--- src/rtl/uvd_pkg.sv ---
// shared types, constants and decode functions for the utf8 validating decoder
// no dependencies
package uvd_pkg;

  // byte classes, assigned when a byte enters the front queue
  typedef enum logic [2:0] {
    CLS_ASCII = 3'd0,
    CLS_CONT  = 3'd1,
    CLS_LEAD2 = 3'd2,
    CLS_LEAD3 = 3'd3,
    CLS_LEAD4 = 3'd4,
    CLS_BAD   = 3'd5
  } byte_class_e;

  localparam logic [7:0] BYTE_ASCII_MAX = 8'h7F;
  localparam logic [7:0] BYTE_CONT_MAX  = 8'hBF;
  localparam logic [7:0] BYTE_LEAD2_MIN = 8'hC2;
  localparam logic [7:0] BYTE_LEAD2_MAX = 8'hDF;
  localparam logic [7:0] BYTE_LEAD3_MAX = 8'hEF;
  localparam logic [7:0] BYTE_LEAD4_MAX = 8'hF4;

  localparam logic [20:0] REPL_CP = 21'h00FFFD;
  localparam logic [20:0] MAX_CP  = 21'h10FFFF;
  localparam logic [20:0] SURR_LO = 21'h00D800;
  localparam logic [20:0] SURR_HI = 21'h00DFFF;
  localparam logic [20:0] FLOOR2  = 21'h000080;
  localparam logic [20:0] FLOOR3  = 21'h000800;
  localparam logic [20:0] FLOOR4  = 21'h010000;

  typedef struct packed {
    logic [7:0] byte_value;
    logic       end_of_text;
  } in_item_t;

  typedef struct packed {
    logic [20:0] code_point;
    logic        is_replacement;
    logic        run_end;
    logic        text_end;
  } out_item_t;

  // one buffered byte with its class
  typedef struct packed {
    byte_class_e cls;
    logic [7:0]  value;
  } pend_t;

  typedef pend_t [3:0] pend_vec_t;

  // front queue entry
  typedef struct packed {
    pend_t ent;
    logic  fin;
  } q_ent_t;

  // front queue head as seen by the back end
  typedef struct packed {
    logic   valid;
    q_ent_t head;
  } fq_view_t;

  // one decode decision over the pending buffer
  typedef struct packed {
    logic        emit;
    logic [20:0] cp;
    logic        rep;
    logic [2:0]  drop;
  } dec_t;

  function automatic byte_class_e classify(logic [7:0] b);
    byte_class_e c;
    if (b <= BYTE_ASCII_MAX) c = CLS_ASCII;
    else if (b <= BYTE_CONT_MAX) c = CLS_CONT;
    else if (b < BYTE_LEAD2_MIN) c = CLS_BAD;
    else if (b <= BYTE_LEAD2_MAX) c = CLS_LEAD2;
    else if (b <= BYTE_LEAD3_MAX) c = CLS_LEAD3;
    else if (b <= BYTE_LEAD4_MAX) c = CLS_LEAD4;
    else c = CLS_BAD;
    return c;
  endfunction

  // decide the next result for a buffer holding have bytes
  function automatic dec_t decode(pend_vec_t v, logic [2:0] have, logic fin);
    dec_t        r;
    logic [2:0]  need;
    logic        bad;
    logic [20:0] val;
    logic [20:0] floor_v;
    r.emit  = 1'b0;
    r.cp    = REPL_CP;
    r.rep   = 1'b1;
    r.drop  = 3'd1;
    need    = 3'd0;
    bad     = 1'b0;
    val     = '0;
    floor_v = '0;
    if (have != 3'd0) begin
      unique case (v[0].cls)
        CLS_ASCII: begin
          r.emit = 1'b1;
          r.cp   = {13'd0, v[0].value};
          r.rep  = 1'b0;
        end
        CLS_LEAD2: begin
          need    = 3'd2;
          floor_v = FLOOR2;
          val     = {10'd0, v[0].value[4:0], v[1].value[5:0]};
        end
        CLS_LEAD3: begin
          need    = 3'd3;
          floor_v = FLOOR3;
          val     = {5'd0, v[0].value[3:0], v[1].value[5:0], v[2].value[5:0]};
        end
        CLS_LEAD4: begin
          need    = 3'd4;
          floor_v = FLOOR4;
          val     = {v[0].value[2:0], v[1].value[5:0], v[2].value[5:0], v[3].value[5:0]};
        end
        default: begin
          r.emit = 1'b1;
        end
      endcase
      if (need != 3'd0) begin
        for (int i = 1; i < 4; i++) begin
          if (i < int'(have) && i < int'(need) && v[i].cls != CLS_CONT) bad = 1'b1;
        end
        if (bad) begin
          r.emit = 1'b1;
        end else if (have < need) begin
          // incomplete: wait for more bytes unless the text has ended
          r.emit = fin;
        end else if (val < floor_v || val > MAX_CP || (val >= SURR_LO && val <= SURR_HI)) begin
          r.emit = 1'b1;
        end else begin
          r.emit = 1'b1;
          r.cp   = val;
          r.rep  = 1'b0;
          r.drop = need;
        end
      end
    end
    return r;
  endfunction

  // shift the buffer down by n entries; entries past the count are don't-care
  function automatic pend_vec_t drop_front(pend_vec_t v, logic [2:0] n);
    pend_vec_t r;
    for (int j = 0; j < 4; j++) begin
      r[j] = v[2'(j + int'(n))];
    end
    return r;
  endfunction

endpackage

--- src/rtl/uvd_fifo.sv ---
// small first-word-fall-through queue, flop based
// no package dependencies
module uvd_fifo #(
  parameter int unsigned WIDTH = 8,
  parameter int unsigned DEPTH = 2
) (
  input  logic             clk_i,
  input  logic             rst_ni,
  input  logic             push_i,
  input  logic [WIDTH-1:0] data_i,
  input  logic             pop_i,
  output logic [WIDTH-1:0] data_o,
  output logic             full_o,
  output logic             empty_o
);

  localparam int unsigned PW = (DEPTH > 1) ? $clog2(DEPTH) : 1;
  localparam int unsigned CW = $clog2(DEPTH + 1);

  logic [WIDTH-1:0] mem_q [DEPTH];
  logic [PW-1:0]    wr_q, rd_q;
  logic [CW-1:0]    cnt_q;
  logic             do_push, do_pop;

  assign full_o  = (cnt_q == CW'(DEPTH));
  assign empty_o = (cnt_q == '0);
  assign data_o  = mem_q[rd_q];
  assign do_push = push_i && !full_o;
  assign do_pop  = pop_i && !empty_o;

  always_ff @(posedge clk_i) begin
    if (do_push) mem_q[wr_q] <= data_i;
  end

  always_ff @(posedge clk_i or negedge rst_ni) begin
    if (!rst_ni) begin
      wr_q  <= '0;
      rd_q  <= '0;
      cnt_q <= '0;
    end else begin
      if (do_push) wr_q <= (wr_q == PW'(DEPTH - 1)) ? '0 : wr_q + PW'(1);
      if (do_pop) rd_q <= (rd_q == PW'(DEPTH - 1)) ? '0 : rd_q + PW'(1);
      case ({do_push, do_pop})
        2'b10:   cnt_q <= cnt_q + CW'(1);
        2'b01:   cnt_q <= cnt_q - CW'(1);
        default: cnt_q <= cnt_q;
      endcase
    end
  end

endmodule

--- src/rtl/uvd_front.sv ---
// front end: accepts bytes, classifies them and queues them for the back end
// depends on uvd_pkg and uvd_fifo
module uvd_front #(
  parameter int unsigned DEPTH = 2
) (
  input  logic               clk_i,
  input  logic               rst_ni,
  input  logic               push_i,
  input  uvd_pkg::in_item_t  in_item_i,
  output logic               full_o,
  input  logic               pop_i,
  output uvd_pkg::fq_view_t  view_o
);

  localparam int unsigned EW = $bits(uvd_pkg::q_ent_t);

  uvd_pkg::q_ent_t wr_ent;
  logic [EW-1:0]   rd_bits;
  logic            q_empty;

  always_comb begin
    wr_ent.ent.cls   = uvd_pkg::classify(in_item_i.byte_value);
    wr_ent.ent.value = in_item_i.byte_value;
    wr_ent.fin       = in_item_i.end_of_text;
  end

  uvd_fifo #(
    .WIDTH(EW),
    .DEPTH(DEPTH)
  ) u_queue (
    .clk_i  (clk_i),
    .rst_ni (rst_ni),
    .push_i (push_i),
    .data_i (wr_ent),
    .pop_i  (pop_i),
    .data_o (rd_bits),
    .full_o (full_o),
    .empty_o(q_empty)
  );

  assign view_o.valid = !q_empty;
  assign view_o.head  = uvd_pkg::q_ent_t'(rd_bits);

endmodule

--- src/rtl/uvd_back.sv ---
// back end: pending-byte buffer and decode engine, one result per cycle while the result queue has room
// depends on uvd_pkg
module uvd_back (
  input  logic               clk_i,
  input  logic               rst_ni,
  input  uvd_pkg::fq_view_t  fq_i,
  output logic               pop_o,
  input  logic               out_full_i,
  output logic               out_push_o,
  output uvd_pkg::out_item_t out_item_o
);

  uvd_pkg::pend_vec_t buf_q, buf_d;
  logic [2:0]         cnt_q, cnt_d;
  logic               busy_q, busy_d;
  logic               fin_q, fin_d;

  uvd_pkg::pend_vec_t view_v, rem_v;
  logic [2:0]         view_cnt, rem_cnt;
  logic               view_fin;
  uvd_pkg::dec_t      dec_now, dec_next;
  logic               act, go;

  always_comb begin
    // when not busy the buffer waits for a byte: decode it with the head appended
    view_v   = buf_q;
    view_cnt = cnt_q;
    view_fin = fin_q;
    if (!busy_q) begin
      view_v[cnt_q[1:0]] = fq_i.head.ent;
      view_cnt           = cnt_q + 3'd1;
      view_fin           = fq_i.head.fin;
    end

    dec_now  = uvd_pkg::decode(view_v, view_cnt, view_fin);
    rem_v    = uvd_pkg::drop_front(view_v, dec_now.drop);
    rem_cnt  = view_cnt - dec_now.drop;
    // look ahead: does what is left give another result now
    dec_next = uvd_pkg::decode(rem_v, rem_cnt, view_fin);

    act = busy_q || fq_i.valid;
    go  = act && (!dec_now.emit || !out_full_i);

    buf_d  = buf_q;
    cnt_d  = cnt_q;
    busy_d = busy_q;
    fin_d  = fin_q;
    if (go) begin
      if (dec_now.emit) begin
        buf_d  = rem_v;
        cnt_d  = rem_cnt;
        busy_d = dec_next.emit;
      end else begin
        buf_d  = view_v;
        cnt_d  = view_cnt;
        busy_d = 1'b0;
      end
      fin_d = view_fin;
    end

    pop_o                     = go && !busy_q;
    out_push_o                = go && dec_now.emit;
    out_item_o.code_point     = dec_now.cp;
    out_item_o.is_replacement = dec_now.rep;
    out_item_o.run_end        = !dec_next.emit;
    out_item_o.text_end       = !dec_next.emit && view_fin;
  end

  always_ff @(posedge clk_i) begin
    buf_q <= buf_d;
  end

  always_ff @(posedge clk_i or negedge rst_ni) begin
    if (!rst_ni) begin
      cnt_q  <= '0;
      busy_q <= 1'b0;
      fin_q  <= 1'b0;
    end else begin
      cnt_q  <= cnt_d;
      busy_q <= busy_d;
      fin_q  <= fin_d;
    end
  end

endmodule

--- src/rtl/utf8_validating_decoder.sv ---
// top level of the utf8 validating decoder
// depends on uvd_pkg, uvd_front, uvd_back and uvd_fifo
//
// usage
// - input channel: drive in_item_i and raise push; a byte transfers on a rising
//   edge with push high and full low. end_of_text marks the last byte of a text
// - result channel: while empty is low the oldest code point is on out_item_o;
//   it transfers on a rising edge with pop high and empty low
// - path: a byte that completes a character is held in the front queue, then
//   the engine decodes it and its result is registered in the result queue
// - throughput: while the result queue has room, the decode engine makes one
//   result per cycle, so one byte per cycle while each byte yields at most one
//   result; a byte yielding more (replays after an error or a cut text) holds
//   the engine till done; the front queue absorbs IN_DEPTH bytes before full rises
// - reset: both queues empty and the pending-byte buffer empty; no clearing pass
// - receiver stall: the result queue buffers OUT_DEPTH results, then the engine
//   waits, then the front queue fills and full rises; nothing is dropped
module utf8_validating_decoder #(
  parameter int unsigned IN_DEPTH  = 2,  // front queue entries, 2 or more
  parameter int unsigned OUT_DEPTH = 4   // result queue entries, 2 or more
) (
  input  logic               clk_i,
  input  logic               rst_ni,
  input  logic               push,
  output logic               full,
  input  uvd_pkg::in_item_t  in_item_i,
  output logic               empty,
  input  logic               pop,
  output uvd_pkg::out_item_t out_item_o
);

  localparam int unsigned OW = $bits(uvd_pkg::out_item_t);

  uvd_pkg::fq_view_t  fq_view;      // head of the front queue
  logic               fq_pop;       // engine consumes the head byte
  logic               res_full;     // result queue cannot take a transfer
  logic               res_push;     // engine produces a result
  uvd_pkg::out_item_t res_item;
  logic [OW-1:0]      res_bits;

  // front: classify each byte and queue it
  uvd_front #(
    .DEPTH(IN_DEPTH)
  ) u_front (
    .clk_i    (clk_i),
    .rst_ni   (rst_ni),
    .push_i   (push),
    .in_item_i(in_item_i),
    .full_o   (full),
    .pop_i    (fq_pop),
    .view_o   (fq_view)
  );

  // back: pending buffer and one decode decision per cycle unless res_full stalls it
  uvd_back u_back (
    .clk_i     (clk_i),
    .rst_ni    (rst_ni),
    .fq_i      (fq_view),
    .pop_o     (fq_pop),
    .out_full_i(res_full),
    .out_push_o(res_push),
    .out_item_o(res_item)
  );

  // result queue decouples the engine from a stalling receiver
  uvd_fifo #(
    .WIDTH(OW),
    .DEPTH(OUT_DEPTH)
  ) u_res_queue (
    .clk_i  (clk_i),
    .rst_ni (rst_ni),
    .push_i (res_push),
    .data_i (res_item),
    .pop_i  (pop),
    .data_o (res_bits),
    .full_o (res_full),
    .empty_o(empty)
  );

  assign out_item_o = uvd_pkg::out_item_t'(res_bits);

endmodule

--- config.mk ---
export PLATFORM = sky130hd
export DESIGN_NAME = utf8_validating_decoder
export DESIGN_NICKNAME = d
export VERILOG_FILES = /design/src/rtl/uvd_pkg.sv /design/src/rtl/uvd_fifo.sv /design/src/rtl/uvd_front.sv /design/src/rtl/uvd_back.sv /design/src/rtl/utf8_validating_decoder.sv
export SDC_FILE = /design/constraint.sdc
export NUM_CORES = 1
export LEC_CHECK = 0
export BUFFER_PORTS_ARGS = -buffer_cell sky130_fd_sc_hd__buf_2
export CORE_ASPECT_RATIO = 0.75
export CORE_UTILIZATION = 30
export DETAILED_ROUTE_END_ITERATION = 10
export GPL_ROUTABILITY_DRIVEN = 0
export PLACE_DENSITY = 0.56
export RECOVER_POWER = 25
export SYNTH_ARGS = -nofsm -noshare
export SYNTH_HDL_FRONTEND = slang
export SYNTH_SLANG_ARGS = --single-unit
--- constraint.sdc ---
create_clock -name clk_i -period 9.6 [get_ports clk_i]
set_clock_uncertainty 0.2 [all_clocks]
set_input_delay 0.96 -clock clk_i [delete_from_list [all_inputs] [get_ports clk_i]]
set_output_delay 0.96 -clock clk_i [all_outputs]
set_load 0.01 [all_outputs]
==> flow_summary_export.csv, run 1 <==
group,metric,value,unit
routing,vias,7284,
clock_network,ctsHoldBuffers,0,
clock_network,cts-resized-gates,0,
clock_network,cts_sinks,180,
timing,period_needed,8.05,ns
synth,synth_top_area_share,48.6,%
min_path,hp-class,"reg2reg",
die,die_x,214,um
clock_network,root_buffer,"clkbuf_16",
setup_path,critPathArrivalTime,8.04,ns
final_layout,drive_above_1_share,13.7,%
routing,wl_met2,10900,um
routing,wirelength_met1,13000,um
synth,synth-async-reset-ratio,8.89,%
synth,synthTopCellsByArea,"edfxtp_1 49%, mux4_2 5.3%, dfrtp_1 4.0%, mux2i_1 4.0%, o21ai_0 3.7%",
die,core,32800,um2
synth,syn_area,10100,um2
die,io_pins,39,
run,drv_cap,1,
synth,synth_cell_type_count,88,
synth,ys_warn_count,0,
timing,relSlewSlack,-14.8,%
synth,syn_nets,911,
clock_network,clkTransAtPathRegs,0.06,ns
place,dpl.hpwl,19200,um
die,die-area,34500,um2
routing,wl,26800,um
timing,hold_ws,0.285,ns
synth,postSynthAreaPerCell,11.6,um2
timing,max_freq,124,MHz
synth,synth.yosys.seq_area_share,52.6,%
setup_path,worstSetupPathType,"reg2reg",
setup_path,r2r_slack,1.55,ns
clock_network,cts_buffers,17,
final_layout,antenna_cells,0,
timing,drv_slew,28,
die,row_count,57,
min_path,hold_depth,1,
global_routing,grt_usage,15.9,%
final_layout,syn2layout_area_growth,11.3,%
routing,wl_met3,2550,um
global_routing,grt_start_max_net_pins,45,
min_path,min_to,"u_res_queue.cnt_q[2]",
setup_path,reg2reg_depth,19,
global_routing,grt_pass1_vias,6938,
routing,drtIter0Drc,752,
setup_path,reg2reg_to,"u_res_queue.mem_q[2][1]",
final_layout,final_nets,937,
clock_network,clock_latency,0.45,ns
timing,finalHoldViolCount,0,
run_status,violations,"capacitance limit, slew limit",
place,port_buffers,38,
global_routing,antenna_found_initial,0,
timing,rsz0062_at_grt,"false",
global_routing,grt.overflow.total,0,
routing,via_per_inst,5.38,
clock_network,h-tree-depth,4,
setup_path,path_max_fanout,22,
global_routing,grt_pass1_wl,41800,um
run_status,status,"complete, but fails checks",
timing,tns,0,ns
timing,finalCritPeriodShare,83.9,%
die,initial_core_util,30.9,%
min_path,holdCritStartpoint,"u_res_queue.cnt_q[2]",
routing,drc_errors,0,
synth,synth_edf_count,164,
timing,worst_pin_slew,1.72,ns
clock_network,cts_buffer_depth,2,
synth,yosys.area.top_type,"edfxtp_1",
setup_path,required,9.59,ns
routing,dr.pass1.iters,6,
clock_network,postCtsSetupBuffers,0,
setup_path,start_kind,"flop",
timing,setup_viol,0,
routing,wire_per_inst,19.8,um
setup_path,worst_setup_path_end_kind,"flop",
routing,top_layer,"met4",
clock_network,cts_tree,"done",
routing,antenna_left,0,
die,die_h,161,um
synth,synthCells,876,
synth,synth-seq-cells,180,
setup_path,timing.rr.start,"u_front.u_queue.rd_q",
synth,synthFlopType,"edfxtp_1",
[placed cells by master (no fill, tap or decap), types with 11 or more instances in the layout]
master	n
a22oi_1	13
clkbuf_1	37
inv_1	21
mux4_2	24
a21oi_1	47
o21ai_0	75
o22ai_1	18
buf_4	20
clkbuf_16	17
nand2_1	89
o211ai_1	12
nor2_1	78
or3_1	11
ha_1	20
dfrtp_1	16
mux2i_1	40
mux2_2	18
edfxtp_1	164
[cell usage after synthesis (4+ instances only)]
library cell,instances
a21oi_1,47
a221oi_1,6
a22oi_1,13
a31oi_1,7
and2_1,10
buf_2,18
buf_6,4
clkbuf_1,25
dfrtp_1,16
edfxtp_1,164
ha_1,20
inv_1,21
mux2_2,19
mux2i_1,40
mux4_2,24
nand2_1,89
nand2b_1,9
nand3_1,8
nand4_1,8
nor2_1,80
nor2b_1,7
nor3_1,10
o211ai_1,12
o21a_1,4
o21ai_0,75
o21ai_1,7
o22ai_1,18
or3_1,11
xnor2_1,7
xor2_1,6
[state kept, by name, indices dropped and copies added (netlist names)]
register	count
u_back.buf_q	44
u_back.busy_q	1
u_back.cnt_q	3
u_back.fin_q	1
u_front.u_queue.cnt_q	2
u_front.u_queue.mem_q	24
u_front.u_queue.rd_q	1
u_front.u_queue.wr_q	1
u_res_queue.cnt_q	3
u_res_queue.mem_q	96
u_res_queue.rd_q	2
u_res_queue.wr_q	2
[kinds of logic (layout without fill, tap and decap cells)]
group	Yosys count	after routing	synth area share [%]
and+or+nand+nor	263	263	12.8
AOI/OAI and AO/OA	230	230	14.5
DFF	180	180	52.6
muxes	90	90	12.5
buffers and inverters	77	113	3.41
adders and majority gates	22	22	2.87
xor gates and xnor gates	14	14	1.29
[layout make-up]
cell class | instances | area (um2)
Fill cell | 3296 | 21500
Sequential cell | 180 | 5330
Multi-Input combinational cell | 619 | 4460
Tap cell | 442 | 553
Clock buffer | 18 | 429
Timing Repair Buffer | 58 | 295
Clock inverter | 11 | 106
Inverter | 26 | 97.6
[critical path, cell delays in order (launching register included)]
cell	delay [ns]
dfrtp_1	0.97
mux2_2	0.47
mux2_2	0.38
nor3_4	0.56
clkinv_1	0.47
o22ai_1	0.36
ha_1	0.33
a2111oi_4	0.52
or3_1	0.71
inv_1	0.52
fa_1	0.57
xor2_2	0.20
xnor2_1	0.27
inv_1	0.11
ha_1	0.31
nor2b_1	0.14
a21oi_1	0.06
a41o_1	0.21
o311a_1	0.14
a21bo_1	0.24
[how the worst max path moves through the flow]
stage,start,end,slack [ns],depth (start not counted)
after floorplan,u_back.cnt_q[0],u_res_queue.mem_q[0][1],3.10,30
after global placement,u_front.u_queue.rd_q,u_res_queue.mem_q[0][1],1.75,19
after detailed placement,u_front.u_queue.rd_q,u_res_queue.mem_q[0][1],1.57,19
after CTS,u_front.u_queue.rd_q,u_res_queue.mem_q[3][1],1.57,19
after global routing,u_front.u_queue.rd_q,u_res_queue.mem_q[1][1],1.03,19
final,u_front.u_queue.rd_q,u_res_queue.mem_q[2][1],1.55,19
[metal layers]
layer | global-route usage [%] | up-vias
li1 | - | 3400
met4 | 4.77 | 0
met3 | 5.24 | 31
met1 | 23.7 | 3546
met5 | 0 | -
met2 | 21.6 | 307
[stage by stage]
step | cell area, um2 | util [%] | worst slack (ns) | cells
after floorplan | 10100 | - | 3.10 | 876
after global placement | 10800 | 32.9 | 1.75 | 1325
after detailed placement | 10800 | 32.9 | 1.57 | 1325
after CTS | 11300 | 34.5 | 1.57 | 1354
after global routing | 11300 | 34.3 | 1.03 | 1354
final | 11300 | 34.3 | 1.55 | 1354
Power of run 1 is not shown: default switching activity piles up to over one toggle a cycle in this logic, so the estimate is an artifact.
==> run 2: changes to the inputs <==
--- a/config.mk
+++ b/config.mk
@@ -10,7 +10,7 @@
 export CORE_UTILIZATION = 30
 export DETAILED_ROUTE_END_ITERATION = 10
 export GPL_ROUTABILITY_DRIVEN = 0
-export PLACE_DENSITY = 0.56
+export PLACE_DENSITY = 0.57
 export RECOVER_POWER = 25
 export SYNTH_ARGS = -nofsm -noshare
 export SYNTH_HDL_FRONTEND = slang
==> constraint.sdc (replaced) <==
create_clock -name clk_i -period 6.6 [get_ports clk_i]
set_clock_uncertainty 0.2 [all_clocks]
set_input_delay 0.66 -clock clk_i [delete_from_list [all_inputs] [get_ports clk_i]]
set_output_delay 0.66 -clock clk_i [all_outputs]
set_load 0.01 [all_outputs]
==> run 2 against run 1 <==
The flow still finishes with violations (capacitance limit, slew limit). Core utilization is 0.74 points higher. Flip-flop and latch count unchanged. Final area grew 2.1%. Routed wire length rose by 2.1%. Critical path depth is 5 higher. Worst hold slack worse by 0.049 ns. Fmax grew 29%. Final cell count up 2.0%. Global-route usage increased by 0.092 points. Register-to-register slack worse by 1.2 ns.
==> flow_summary_export.csv, run 2 (synthesis results as in run 1) <==
group,metric,value,unit
run_status,status,"complete, but fails checks",
run_status,violations,"capacitance limit, slew limit",
global_routing,antenna_found_initial,0,
die,die_h,161,um
min_path,hp-class,"in2reg",
routing,antenna_left,0,
routing,wl_met2,11900,um
timing,worst_pin_slew,1.72,ns
clock_network,cts_buffers,17,
routing,top_layer,"met4",
place,port_buffers,38,
timing,max_freq,160,MHz
setup_path,start_kind,"flop",
die,io_pins,39,
clock_network,cts_sinks,180,
routing,wl_met3,2110,um
timing,relSlewSlack,-14.6,%
clock_network,clkTransAtPathRegs,0.07,ns
routing,via_per_inst,5.41,
timing,rsz0062_at_grt,"false",
timing,finalCritPeriodShare,94.7,%
final_layout,antenna_cells,0,
final_layout,final_nets,961,
clock_network,clock_latency,0.45,ns
routing,vias,7468,
place,dpl.cell_count,1348,
place,dpl.hpwl,19500,um
routing,wire_per_inst,19.8,um
routing,dr.pass1.iters,5,
final_layout,final_cell_mix,"164 x edfxtp_1, 89 x nand2_1, 78 x nor2_1",
die,row_count,57,
clock_network,cts_tree,"done",
clock_network,postCtsSetupBuffers,0,
setup_path,crit_chain,"inv_1 -> ha_1 -> nor2b_4 -> mux2_2 -> nor3_4 -> ha_1 -> nor2_1 -> nor2_1 -> a31oi_1 -> o221ai_2 -> or3_4 -> nor3_4 -> inv_2 -> ha_1 -> fa_1 -> xor2_2 -> xnor2_1 -> inv_1 -> ha_1 -> nor2b_1 -> a21oi_1 -> a41o_1 -> o311a_1 -> a21bo_1",
die,die_x,214,um
die,initial_core_util,30.9,%
run,drv_cap,1,
setup_path,crit_path_frequent_cell,"ha_1",
final_layout,largestRegisters,"u_res_queue.mem_q (96), u_back.buf_q (44), u_front.u_queue.mem_q (24)",
global_routing,grt_pass1_wl,42200,um
final_layout,final_core_util,35.1,%
routing,wirelength_met1,13100,um
global_routing,grt_pass1_vias,7044,
final_layout,drive_above_1_share,16.4,%
global_routing,grt_start_max_net_pins,50,
setup_path,critPathSlowestCell,"dfrtp_1",
die,die-area,34500,um2
global_routing,grt_usage,16.0,%
routing,wl,27400,um
timing,finalHoldViolCount,0,
setup_path,critPathArrivalTime,6.24,ns
timing,setup_viol,0,
final_layout,final_cells,1381,
routing,drtIter0Drc,794,
final_layout,regMostFlops,"u_res_queue.mem_q",
die,core,32800,um2
clock_network,root_buffer,"clkbuf_16",
setup_path,path_max_fanout,7,
clock_network,h-tree-depth,4,
setup_path,worst_setup_path_end_kind,"flop",
setup_path,max_stage_delay,0.47,ns
global_routing,grt.overflow.total,0,
timing,drv_slew,28,
clock_network,cts_buffer_depth,2,
setup_path,worstSetupPathType,"reg2reg",
timing,tns,0,ns
timing,period_needed,6.25,ns
setup_path,required,6.59,ns
final_layout,syn2layout_area_growth,13.7,%
routing,drc_errors,0,
timing,hold_ws,0.236,ns
final_layout,fill_cells,3275,
final_layout,final_common_cell,"edfxtp_1",
final_layout,largest_reg_flops,96,
==> run 2: cell count changes in the layout (fill, tap and decap cells not counted), moves of 2 or more <==
cell,previous run,this run
clkinv_4,2,0
clkinv_1,3,1
buf_4,20,43
clkinvlp_4,1,4
inv_8,1,4
==> run 2: metrics by stage <==
step                      setup WS, ns  instance area [um2]
after floorplan                  0.104                10100
after global routing            0.0369                11500
final                            0.351                11500
after CTS                        0.259                11500
after detailed placement         0.290                11000
after global placement           0.478                11000
==> run 2: area by class of cell <==
type	instances	area, um2	area share (%)
Sequential cell	180	5330	46.3
Clock inverter	13	138	1.20
Inverter	26	101	0.881
Tap cell	442	553	4.80
Timing Repair Buffer	82	478	4.15
Multi-Input combinational cell	619	4480	38.9
Clock buffer	19	433	3.76
==> run 2: per-layer routing <==
layer / GRT usage [%] / vias to the layer above
met3: 3.52 / 28
met2: 22.9 / 286
met5: 0 / -
met4: 4.90 / 0
met1: 24.0 / 3702
li1: - / 3452
==> run 2: worst max-delay path, delay by kind of cell (launching register included) <==
kind	cells	cell delay, ns
muxes	1	0.41
adders and majority gates	5	1.38
buffers and inverters	3	0.32
AOI/OAI and AO/OA	6	1.16
and+or+nand+nor	7	1.54
DFF	1	0.47
xor gates and xnor gates	2	0.52
==> run 2: what timing repair did <==
item	4_1_cts	5_1_grt
setup endpoints to repair	0	5
hold endpoints to repair	16	0
hold buffers	1	0
resized for setup	0	2
==> run 2: final timing paths <==
check	from	end	slack (ns)	cells after the start
setup / recovery	u_back.cnt_q[0]	u_res_queue.mem_q[1][1]	0.35	24
hold / removal	in_item_i[0]	u_front.u_queue.mem_q[0][0]	0.24	1
setup reg to reg	u_back.cnt_q[0]	u_res_queue.mem_q[1][1]	0.35	24
hold reg to reg	u_res_queue.cnt_q[2]	u_res_queue.cnt_q[2]	0.29	1
max in group asynchronous	rst_ni	u_front.u_queue.rd_q	5.03	2
min in group asynchronous	rst_ni	u_res_queue.rd_q[1]	0.63	2
Power of run 2 is left out for the same reason.
